**src/rtl/pldc_pkg.sv**
```systemverilog
// Package: shared types, constants and digit helpers for the press-length counter.
`timescale 1ns / 1ps
`default_nettype none
package pldc_pkg;

  localparam int RegWidth   = 20;
  localparam int PressWidth = 21;
  localparam int CountWidth = 14;
  localparam int NumDigits  = 4;
  localparam int PosWidth   = 2;

  typedef logic [RegWidth-1:0]   reg_t;
  typedef logic [PressWidth-1:0] press_t;
  typedef logic [CountWidth-1:0] count_t;
  typedef logic [3:0]            digit_t;
  typedef logic [PosWidth-1:0]   pos_t;
  // index 0 is the thousands digit
  typedef digit_t [NumDigits-1:0] digits_t;

  localparam pos_t   REG_LONG_THRESHOLD = 2'd0;
  localparam pos_t   REG_REPEAT_RELOAD  = 2'd1;
  localparam pos_t   REG_SHORT_MIN      = 2'd2;
  localparam pos_t   REG_SHORT_MAX      = 2'd3;

  localparam reg_t   LongThresholdReset = 20'd200000;
  localparam reg_t   RepeatReloadReset  = 20'd150000;
  localparam reg_t   ShortMinReset      = 20'd500;
  localparam reg_t   ShortMaxReset      = 20'd50000;

  localparam count_t CountTop = 14'd9999;
  localparam press_t PressMax = {PressWidth{1'b1}};
  localparam digit_t DigitTop = 4'd9;

  typedef struct packed {
    reg_t long_press_threshold;
    reg_t repeat_reload_value;
    reg_t short_press_min;
    reg_t short_press_max;
  } cfg_t;

  typedef struct packed {
    pos_t   digit_position;
    digit_t digit_value;
    count_t count_value;
    logic   counting_up;
  } result_t;

  function automatic digits_t bcd_inc(input digits_t d);
    digits_t r;
    logic    carry;
    r     = d;
    carry = 1'b1;
    for (int i = NumDigits - 1; i >= 0; i--) begin
      if (carry) begin
        if (d[i] >= DigitTop) begin
          r[i] = 4'd0;
        end else begin
          r[i]  = d[i] + 4'd1;
          carry = 1'b0;
        end
      end
    end
    return r;
  endfunction

  function automatic digits_t bcd_dec(input digits_t d);
    digits_t r;
    logic    borrow;
    r      = d;
    borrow = 1'b1;
    for (int i = NumDigits - 1; i >= 0; i--) begin
      if (borrow) begin
        if (d[i] == 4'd0) begin
          r[i] = DigitTop;
        end else begin
          r[i]   = d[i] - 4'd1;
          borrow = 1'b0;
        end
      end
    end
    return r;
  endfunction

endpackage
`default_nettype wire

```
**src/rtl/pldc_if.sv**
```systemverilog
// Interfaces: tick input channel and result output channel.
`timescale 1ns / 1ps
`default_nettype none
interface pldc_tick_if;
  logic valid;
  logic ready;
  logic key_down;
  modport source (output valid, output key_down, input ready);
  modport sink   (input valid, input key_down, output ready);
endinterface

interface pldc_result_if;
  logic              valid;
  logic              ready;
  pldc_pkg::pos_t    digit_position;
  pldc_pkg::digit_t  digit_value;
  pldc_pkg::count_t  count_value;
  logic              counting_up;
  modport source (output valid, output digit_position, output digit_value,
                  output count_value, output counting_up, input ready);
  modport sink   (input valid, input digit_position, input digit_value,
                  input count_value, input counting_up, output ready);
endinterface
`default_nettype wire

```
**src/rtl/press_length_updown_decimal_counter.sv**
```systemverilog
// Top level: input stage, counter core, result register and config bank.
// Path: a tick is captured in the input stage register, and its result is then
// registered in the result register that drives result_ch.
// Throughput: one tick per cycle; a stalled result holds tick_ch once both registers are full.
// The press counter, count and digits update in a single pass per tick.
// Reset (rst, synchronous): count 0, direction up, scan position 0,
// registers at their default thresholds, both stages empty.
`timescale 1ns / 1ps
`default_nettype none
module press_length_updown_decimal_counter (
  input  wire logic           clk,
  input  wire logic           rst,
  pldc_tick_if.sink           tick_ch,
  pldc_result_if.source       result_ch,
  input  wire logic           cfg_we,
  input  wire pldc_pkg::pos_t cfg_index,
  input  wire pldc_pkg::reg_t cfg_data
);
  import pldc_pkg::*;

  cfg_t    cfg;
  result_t res, out_data;
  logic    in_valid, in_button, out_valid, advance;

  assign advance       = in_valid && (!out_valid || result_ch.ready);
  assign tick_ch.ready = !in_valid || advance;

  always_ff @(posedge clk) begin
    if (rst) begin
      in_valid <= 1'b0;
    end else if (tick_ch.ready) begin
      in_valid <= tick_ch.valid;
    end
  end

  always_ff @(posedge clk) begin
    if (tick_ch.ready && tick_ch.valid) begin
      in_button <= tick_ch.key_down;
    end
  end

  always_ff @(posedge clk) begin
    if (rst) begin
      out_valid <= 1'b0;
    end else if (advance) begin
      out_valid <= 1'b1;
    end else if (result_ch.ready) begin
      out_valid <= 1'b0;
    end
  end

  always_ff @(posedge clk) begin
    if (advance) begin
      out_data <= res;
    end
  end

  pldc_cfg u_cfg (
    .clk       (clk),
    .rst       (rst),
    .cfg_we    (cfg_we),
    .cfg_index (cfg_index),
    .cfg_data  (cfg_data),
    .cfg       (cfg)
  );

  pldc_core u_core (
    .clk      (clk),
    .rst      (rst),
    .advance  (advance),
    .key_down (in_button),
    .cfg      (cfg),
    .res      (res)
  );

  assign result_ch.valid          = out_valid;
  assign result_ch.digit_position = out_data.digit_position;
  assign result_ch.digit_value    = out_data.digit_value;
  assign result_ch.count_value    = out_data.count_value;
  assign result_ch.counting_up    = out_data.counting_up;

endmodule
`default_nettype wire

```
**src/rtl/pldc_cfg.sv**
```systemverilog
// Configuration register bank with write port.
`timescale 1ns / 1ps
`default_nettype none
module pldc_cfg (
  input  wire logic           clk,
  input  wire logic           rst,
  input  wire logic           cfg_we,
  input  wire pldc_pkg::pos_t cfg_index,
  input  wire pldc_pkg::reg_t cfg_data,
  output pldc_pkg::cfg_t      cfg
);
  import pldc_pkg::*;

  always_ff @(posedge clk) begin
    if (rst) begin
      cfg.long_press_threshold <= LongThresholdReset;
      cfg.repeat_reload_value  <= RepeatReloadReset;
      cfg.short_press_min      <= ShortMinReset;
      cfg.short_press_max      <= ShortMaxReset;
    end else if (cfg_we) begin
      case (cfg_index)
        REG_LONG_THRESHOLD: cfg.long_press_threshold <= cfg_data;
        REG_REPEAT_RELOAD:  cfg.repeat_reload_value  <= cfg_data;
        REG_SHORT_MIN:      cfg.short_press_min      <= cfg_data;
        REG_SHORT_MAX:      cfg.short_press_max      <= cfg_data;
        default: ;
      endcase
    end
  end

endmodule
`default_nettype wire

```
**src/rtl/pldc_core.sv**
```systemverilog
// Counter core: press timing, up/down count, BCD digits and scan position.
`timescale 1ns / 1ps
`default_nettype none
module pldc_core (
  input  wire logic            clk,
  input  wire logic            rst,
  input  wire logic            advance,
  input  wire logic            key_down,
  input  wire pldc_pkg::cfg_t  cfg,
  output pldc_pkg::result_t    res
);
  import pldc_pkg::*;

  press_t  press_ticks, press_ticks_next, press_inc;
  count_t  decimal_count, decimal_count_next;
  logic    direction_up, direction_up_next;
  pos_t    scan_position;
  digits_t shown_digits, shown_digits_next;
  logic    step;

  always_comb begin
    press_inc          = (press_ticks != PressMax) ? press_ticks + press_t'(1) : press_ticks;
    step               = key_down && (press_inc > {1'b0, cfg.long_press_threshold});
    press_ticks_next   = press_ticks;
    decimal_count_next = decimal_count;
    direction_up_next  = direction_up;
    shown_digits_next  = shown_digits;
    if (key_down) begin
      press_ticks_next = press_inc;
      if (step) begin
        if (direction_up) begin
          decimal_count_next = (decimal_count >= CountTop) ? '0 : decimal_count + count_t'(1);
          shown_digits_next  = bcd_inc(shown_digits);
        end else begin
          decimal_count_next = (decimal_count == '0) ? CountTop : decimal_count - count_t'(1);
          shown_digits_next  = bcd_dec(shown_digits);
        end
        press_ticks_next = {1'b0, cfg.repeat_reload_value};
      end
    end else begin
      if ((press_ticks > {1'b0, cfg.short_press_min}) &&
          (press_ticks < {1'b0, cfg.short_press_max})) begin
        direction_up_next = !direction_up;
      end
      press_ticks_next = '0;
    end
    res.digit_position = scan_position;
    res.digit_value    = shown_digits[scan_position];
    res.count_value    = decimal_count_next;
    res.counting_up    = direction_up_next;
  end

  always_ff @(posedge clk) begin
    if (rst) begin
      press_ticks   <= '0;
      decimal_count <= '0;
      direction_up  <= 1'b1;
      scan_position <= '0;
      shown_digits  <= '0;
    end else if (advance) begin
      press_ticks   <= press_ticks_next;
      decimal_count <= decimal_count_next;
      direction_up  <= direction_up_next;
      scan_position <= scan_position + pos_t'(1);
      shown_digits  <= shown_digits_next;
    end
  end

  a_count_range: assert property (@(posedge clk) disable iff (rst)
    decimal_count <= CountTop)
    else $error("count out of range");

  a_digits_match: assert property (@(posedge clk) disable iff (rst)
    decimal_count == (count_t'(shown_digits[0]) * count_t'(1000) +
                      count_t'(shown_digits[1]) * count_t'(100) +
                      count_t'(shown_digits[2]) * count_t'(10) +
                      count_t'(shown_digits[3])))
    else $error("digits disagree with count");

  a_dir_hold_pressed: assert property (@(posedge clk) disable iff (rst)
    advance && key_down |=> $stable(direction_up))
    else $error("direction changed while held");

  a_scan_advance: assert property (@(posedge clk) disable iff (rst)
    advance |=> scan_position == $past(scan_position) + pos_t'(1))
    else $error("scan position did not advance");

endmodule
`default_nettype wire

```
**src/flat_wrapper.sv**
```systemverilog
// flat-port wrapper written by rule: the top's interface ports become plain ports
module press_length_updown_decimal_counter_flat import pldc_pkg::*;
  (clk, rst, cfg_we, cfg_index, cfg_data, tick_ch_valid, tick_ch_key_down, tick_ch_ready, result_ch_valid, result_ch_digit_position, result_ch_digit_value, result_ch_count_value, result_ch_counting_up, result_ch_ready);
  pldc_tick_if tick_ch_i ();
  pldc_result_if result_ch_i ();
  input  wire logic clk;
  input  wire logic rst;
  input  wire logic cfg_we;
  input  wire pldc_pkg::pos_t cfg_index;
  input  wire pldc_pkg::reg_t cfg_data;
  input wire logic [$bits(tick_ch_i.valid)-1:0] tick_ch_valid;
  input wire logic [$bits(tick_ch_i.key_down)-1:0] tick_ch_key_down;
  output wire logic [$bits(tick_ch_i.ready)-1:0] tick_ch_ready;
  output wire logic [$bits(result_ch_i.valid)-1:0] result_ch_valid;
  output wire logic [$bits(result_ch_i.digit_position)-1:0] result_ch_digit_position;
  output wire logic [$bits(result_ch_i.digit_value)-1:0] result_ch_digit_value;
  output wire logic [$bits(result_ch_i.count_value)-1:0] result_ch_count_value;
  output wire logic [$bits(result_ch_i.counting_up)-1:0] result_ch_counting_up;
  input wire logic [$bits(result_ch_i.ready)-1:0] result_ch_ready;
  assign tick_ch_i.valid = tick_ch_valid;
  assign tick_ch_i.key_down = tick_ch_key_down;
  assign tick_ch_ready = tick_ch_i.ready;
  assign result_ch_valid = result_ch_i.valid;
  assign result_ch_digit_position = result_ch_i.digit_position;
  assign result_ch_digit_value = result_ch_i.digit_value;
  assign result_ch_count_value = result_ch_i.count_value;
  assign result_ch_counting_up = result_ch_i.counting_up;
  assign result_ch_i.ready = result_ch_ready;
  press_length_updown_decimal_counter u_core (.clk(clk), .rst(rst), .tick_ch(tick_ch_i), .result_ch(result_ch_i), .cfg_we(cfg_we), .cfg_index(cfg_index), .cfg_data(cfg_data));
endmodule
```
**config.mk**
```make
export PLATFORM = sky130hd
export DESIGN_NAME = press_length_updown_decimal_counter_flat
export DESIGN_NICKNAME = d
export VERILOG_FILES = /design/src/rtl/pldc_pkg.sv /design/src/rtl/pldc_if.sv /design/src/rtl/press_length_updown_decimal_counter.sv /design/src/rtl/pldc_cfg.sv /design/src/rtl/pldc_core.sv /design/src/flat_wrapper.sv
export SDC_FILE = /design/constraint.sdc
export NUM_CORES = 1
export LEC_CHECK = 0
export BUFFER_PORTS_ARGS = -buffer_cell sky130_fd_sc_hd__buf_2
export CAP_MARGIN = 10
export CORE_UTILIZATION = 50
export DETAILED_ROUTE_END_ITERATION = 10
export GPL_ROUTABILITY_DRIVEN = 0
export PLACE_DENSITY = 0.68
export SETUP_SLACK_MARGIN = 0.3
export SLEW_MARGIN = 20
export SYNTH_ARGS = -nofsm -noshare
export SYNTH_HDL_FRONTEND = slang
export SYNTH_SLANG_ARGS = --single-unit
```
**constraint.sdc**
```tcl
create_clock -name clk -period 9 [get_ports clk]
set_input_delay 0.45 -clock clk [delete_from_list [all_inputs] [get_ports clk]]
set_output_delay 0.45 -clock clk [all_outputs]
set_load 0.05 [all_outputs]
```
==> results.tsv <==
stage	metric	value	unit
timing	max-slew violation count	0	
clocking	worst skew pair latency	0.44	ns
logic_synthesis	Main synth FF type	dfxtp_1	
min_path	worst hold path type	in2reg	
routing	DRT iter0 DRCs	578	
clocking	hold buffer count at cts	0	
logic_synthesis	Synth Register Bits	158	
worst_setup_path	CP Launch Type	flop	
clocking	CTS H-tree depth	4	
clocking	Clock Path Buffers	2	
layout	ANT cells	0	
logic_synthesis	number of synthesized flops with an enable pin	22	
timing	Slew headroom	27.18	%
timing	Final Setup Violations	0	
logic_synthesis	most area-hungry cell type in the Yosys netlist	dfxtp_1	
routing	DR vias/cell	5.769	
global_routing	first-pass GRT wire length	39230	µm
logic_synthesis	mux cell area share after synthesis	4.006	%
logic_synthesis	Area contributors post-synth	dfxtp_1 (29%), ha_1 (9.8%), nand2_1 (8.4%)	
pwr	Leak Pwr	0.004248	µW
clocking	clock root cell	clkbuf_16	
worst_setup_path	Crit Path Max Fanout	27	
clocking	post_cts resized	0	
die	# IOs	51	
die	initial core utilization	51.80	%
placed_design	Post-DP Area	9741	µm²
logic_synthesis	Seq/Total Area, Yosys	35.87	%
routing	Antenna Nets Post-Route	0	
logic_synthesis	top cell type's share of synthesized area	28.86	%
timing	Final Hold Viols	0	
placed_design	post-detail-place hpwl	16320	µm
logic_synthesis	XOR/XNOR share of the synthesized area	2.600	%
die	Rows	49	
logic_synthesis	Synth Area in Simple Gates	21.81	%
worst_setup_path	required time of the critical path	9.33	ns
timing	Fin Clk Skew	0.01181	ns
worst_setup_path	worst setup path class	reg2reg	
routing	Pre-antenna DRT Iters	5	
die	die area	19420	µm²
logic_synthesis	Synth Area per Inst	8.021	µm²
pwr	PwrDens	154.7	nW/µm²
routing	drt drc	0	
logic_synthesis	number of synthesis warnings	0	
logic_synthesis	cell count after synthesis	1176	
routing	final wirelength	23760	µm
timing	TNS Setup	0	ns
timing	maximum clock rate	194.6	MHz
layout	layout cell share with drive strength beyond 1	10.72	%
clocking	Sink Count	158	
global_routing	largest net degree at the start of global routing	68	
layout	filler instances	1656	
routing	Routed wire per std cell	16.69	µm
timing	unrepaired setup endpoints after global routing	false	
timing	Final Cycle Share	57.10	%
die	core area	18210	µm²
logic_synthesis	most frequent cell after synthesis	nand2_1	
layout	multi-input logic area	5445	µm²
logic_synthesis	Synthesized Nets	1278	
die	Chip Width	139.4	µm
layout	Nets	1283	
die	die height	139.4	µm
clocking	clock slew at reported path FFs	0.06	ns
timing	min Tclk post-route	5.139	ns
logic_synthesis	adder-cell share of the synthesized area	9.816	%
clocking	setup bufs post-CTS	0	
logic_synthesis	complex-gate fraction of the synthesized area	19.34	%
job	max_cap viols	0	
global_routing	total grt overflow	0	
logic_synthesis	Cell Area, Synth	9433	µm²
layout	FF/Latch Area	3385	µm²
timing	WHS	0.2038	ns
status	status	completed	
timing	worst slew pin tran	1.092	ns
logic_synthesis	largest family of logic cells by synthesized area	simple AND/OR/NAND/NOR gates	
clocking	CTS tree	built	
routing	via count	8209	
worst_setup_path	WP data arrival	5.47	ns
logic_synthesis	ys async rst share	0	%
global_routing	GRT Total Usage	25.27	%
logic_synthesis	Post-synth top cells	nand2_1 (211), dfxtp_1 (136), a21oi_1 (104)	
pwr	maximum vdd ir drop	0.1164	mV
logic_synthesis	Synth cell types	77	
layout	post-route cell area	10350	µm²
pwr	Overall Power	1601	µW
clocking	TritonCTS buffer count	17	
placed_design	port bufs	50	
global_routing	initial antenna violation count	0	
layout	Syn-to-layout area delta	9.683	%
worst_setup_path	critical path endpoint category	flop	
global_routing	vias in the first global route	7665	
## where the power goes
| group | total [µW] | internal, µW | switching (µW) |
|---|---|---|---|
| Clock | 747 | 445 | 302 |
| Combinational | 110 | 33.3 | 76.3 |
| Sequential | 744 | 734 | 10.4 |
## worst max-delay path: stages (launching register included)
cell and delay (ns):
dfxtp_1 0.37, ha_1 0.24, nand2_1 0.19, nor4_2 0.09, a21oi_1 0.47, nand3_1 0.29, or2_2 0.38, xnor2_1 0.13
ha_1 0.31, nand4_2 0.13, or4_4 0.58, a31o_4 0.24, a31oi_4 0.30, o21a_1 0.85, a31oi_1 0.16, a311oi_1 0.28
## final timing paths
check / slack [ns] / to / start / cells past startpoint
hold / removal: 0.20 / u_core.in_button / tick_ch_key_down / 1
setup / recovery: 3.86 / u_core.u_core.shown_digits[11] / u_core.u_core.press_ticks[1] / 15
hold reg to reg: 0.45 / u_core.u_cfg.cfg[34] / u_core.u_cfg.cfg[34] / 2
setup reg to reg: 3.86 / u_core.u_core.shown_digits[11] / u_core.u_core.press_ticks[1] / 15
## kinds of logic after synthesis
| family | after synthesis |
|---|---|
| AND/OR/NAND/NOR | 441 |
| AO/OA/AOI/OAI | 287 |
| flip-flops | 158 |
| buffers and inverters | 156 |
| adder cells (fa/ha/maj) | 74 |
| multiplexers | 32 |
| XOR/XNOR | 28 |
## cell type report
class,instances,share of cell area (%)
clock buffer,19,4.281
inverter,85,3.084
clock inverter,13,1.572
multi-input combinational,862,52.63
tap,229,2.769
timing repair buffer,57,2.951
sequential,158,32.71
## per-layer routing
layer	share of wire, %	routed length [µm]	track usage (%)	up-vias
met5	0	0	0	-
met4	2.4	579	9.649	0
met3	3.4	816	3.751	38
met2	47	11220	42.11	167
met1	47	11140	32.98	3870
li1	-	-	-	4134
## per-stage QoR
step / cells / worst slack [ns] / utilization, %
finish: 1423 / 3.861 / 56.82
floorplan: 1176 / 4.873 / -
detailed placement: 1391 / 3.913 / 53.49
global placement: 1391 / 4.055 / 53.49
global route: 1423 / 3.420 / 56.82
CTS: 1423 / 3.887 / 56.82
## layout by cell type (no fill, tap or decap), drive strengths merged, types with 7 or more instances in the layout
cell,n
nand4,17
dfxtp,136
nand3,41
xor2,11
o21ai,52
o21a,9
xnor2,17
nor3,23
nand2b,13
or3,11
inv,87
or3b,7
nor4,7
o211ai,20
o22ai,9
a31oi,23
a21oi,104
and2,12
a21o,9
a211oi,16
nor2b,10
nor2,63
edfxtp,22
clkinv,8
ha,74
nand2,211
or2,9
clkbuf,19
mux2i,22
buf,57
## registers in the layout, summed over array words and instances (netlist names)
signal and flops:
u_core.u_core.shown_digits 16, u_core.u_core.direction_up 1, u_core.u_core.decimal_count 14, u_core.u_core.press_ticks 21
u_core.in_valid 1, u_core.result_ch.counting_up 1, u_core.in_button 1, u_core.u_core.scan_position 2
u_core.result_ch.valid 1, u_core.result_ch.digit_value 4, u_core.result_ch.digit_position 2, u_core.u_cfg.cfg 80
u_core.result_ch.count_value 14
Note: power is estimated with default switching activity, not from simulation.
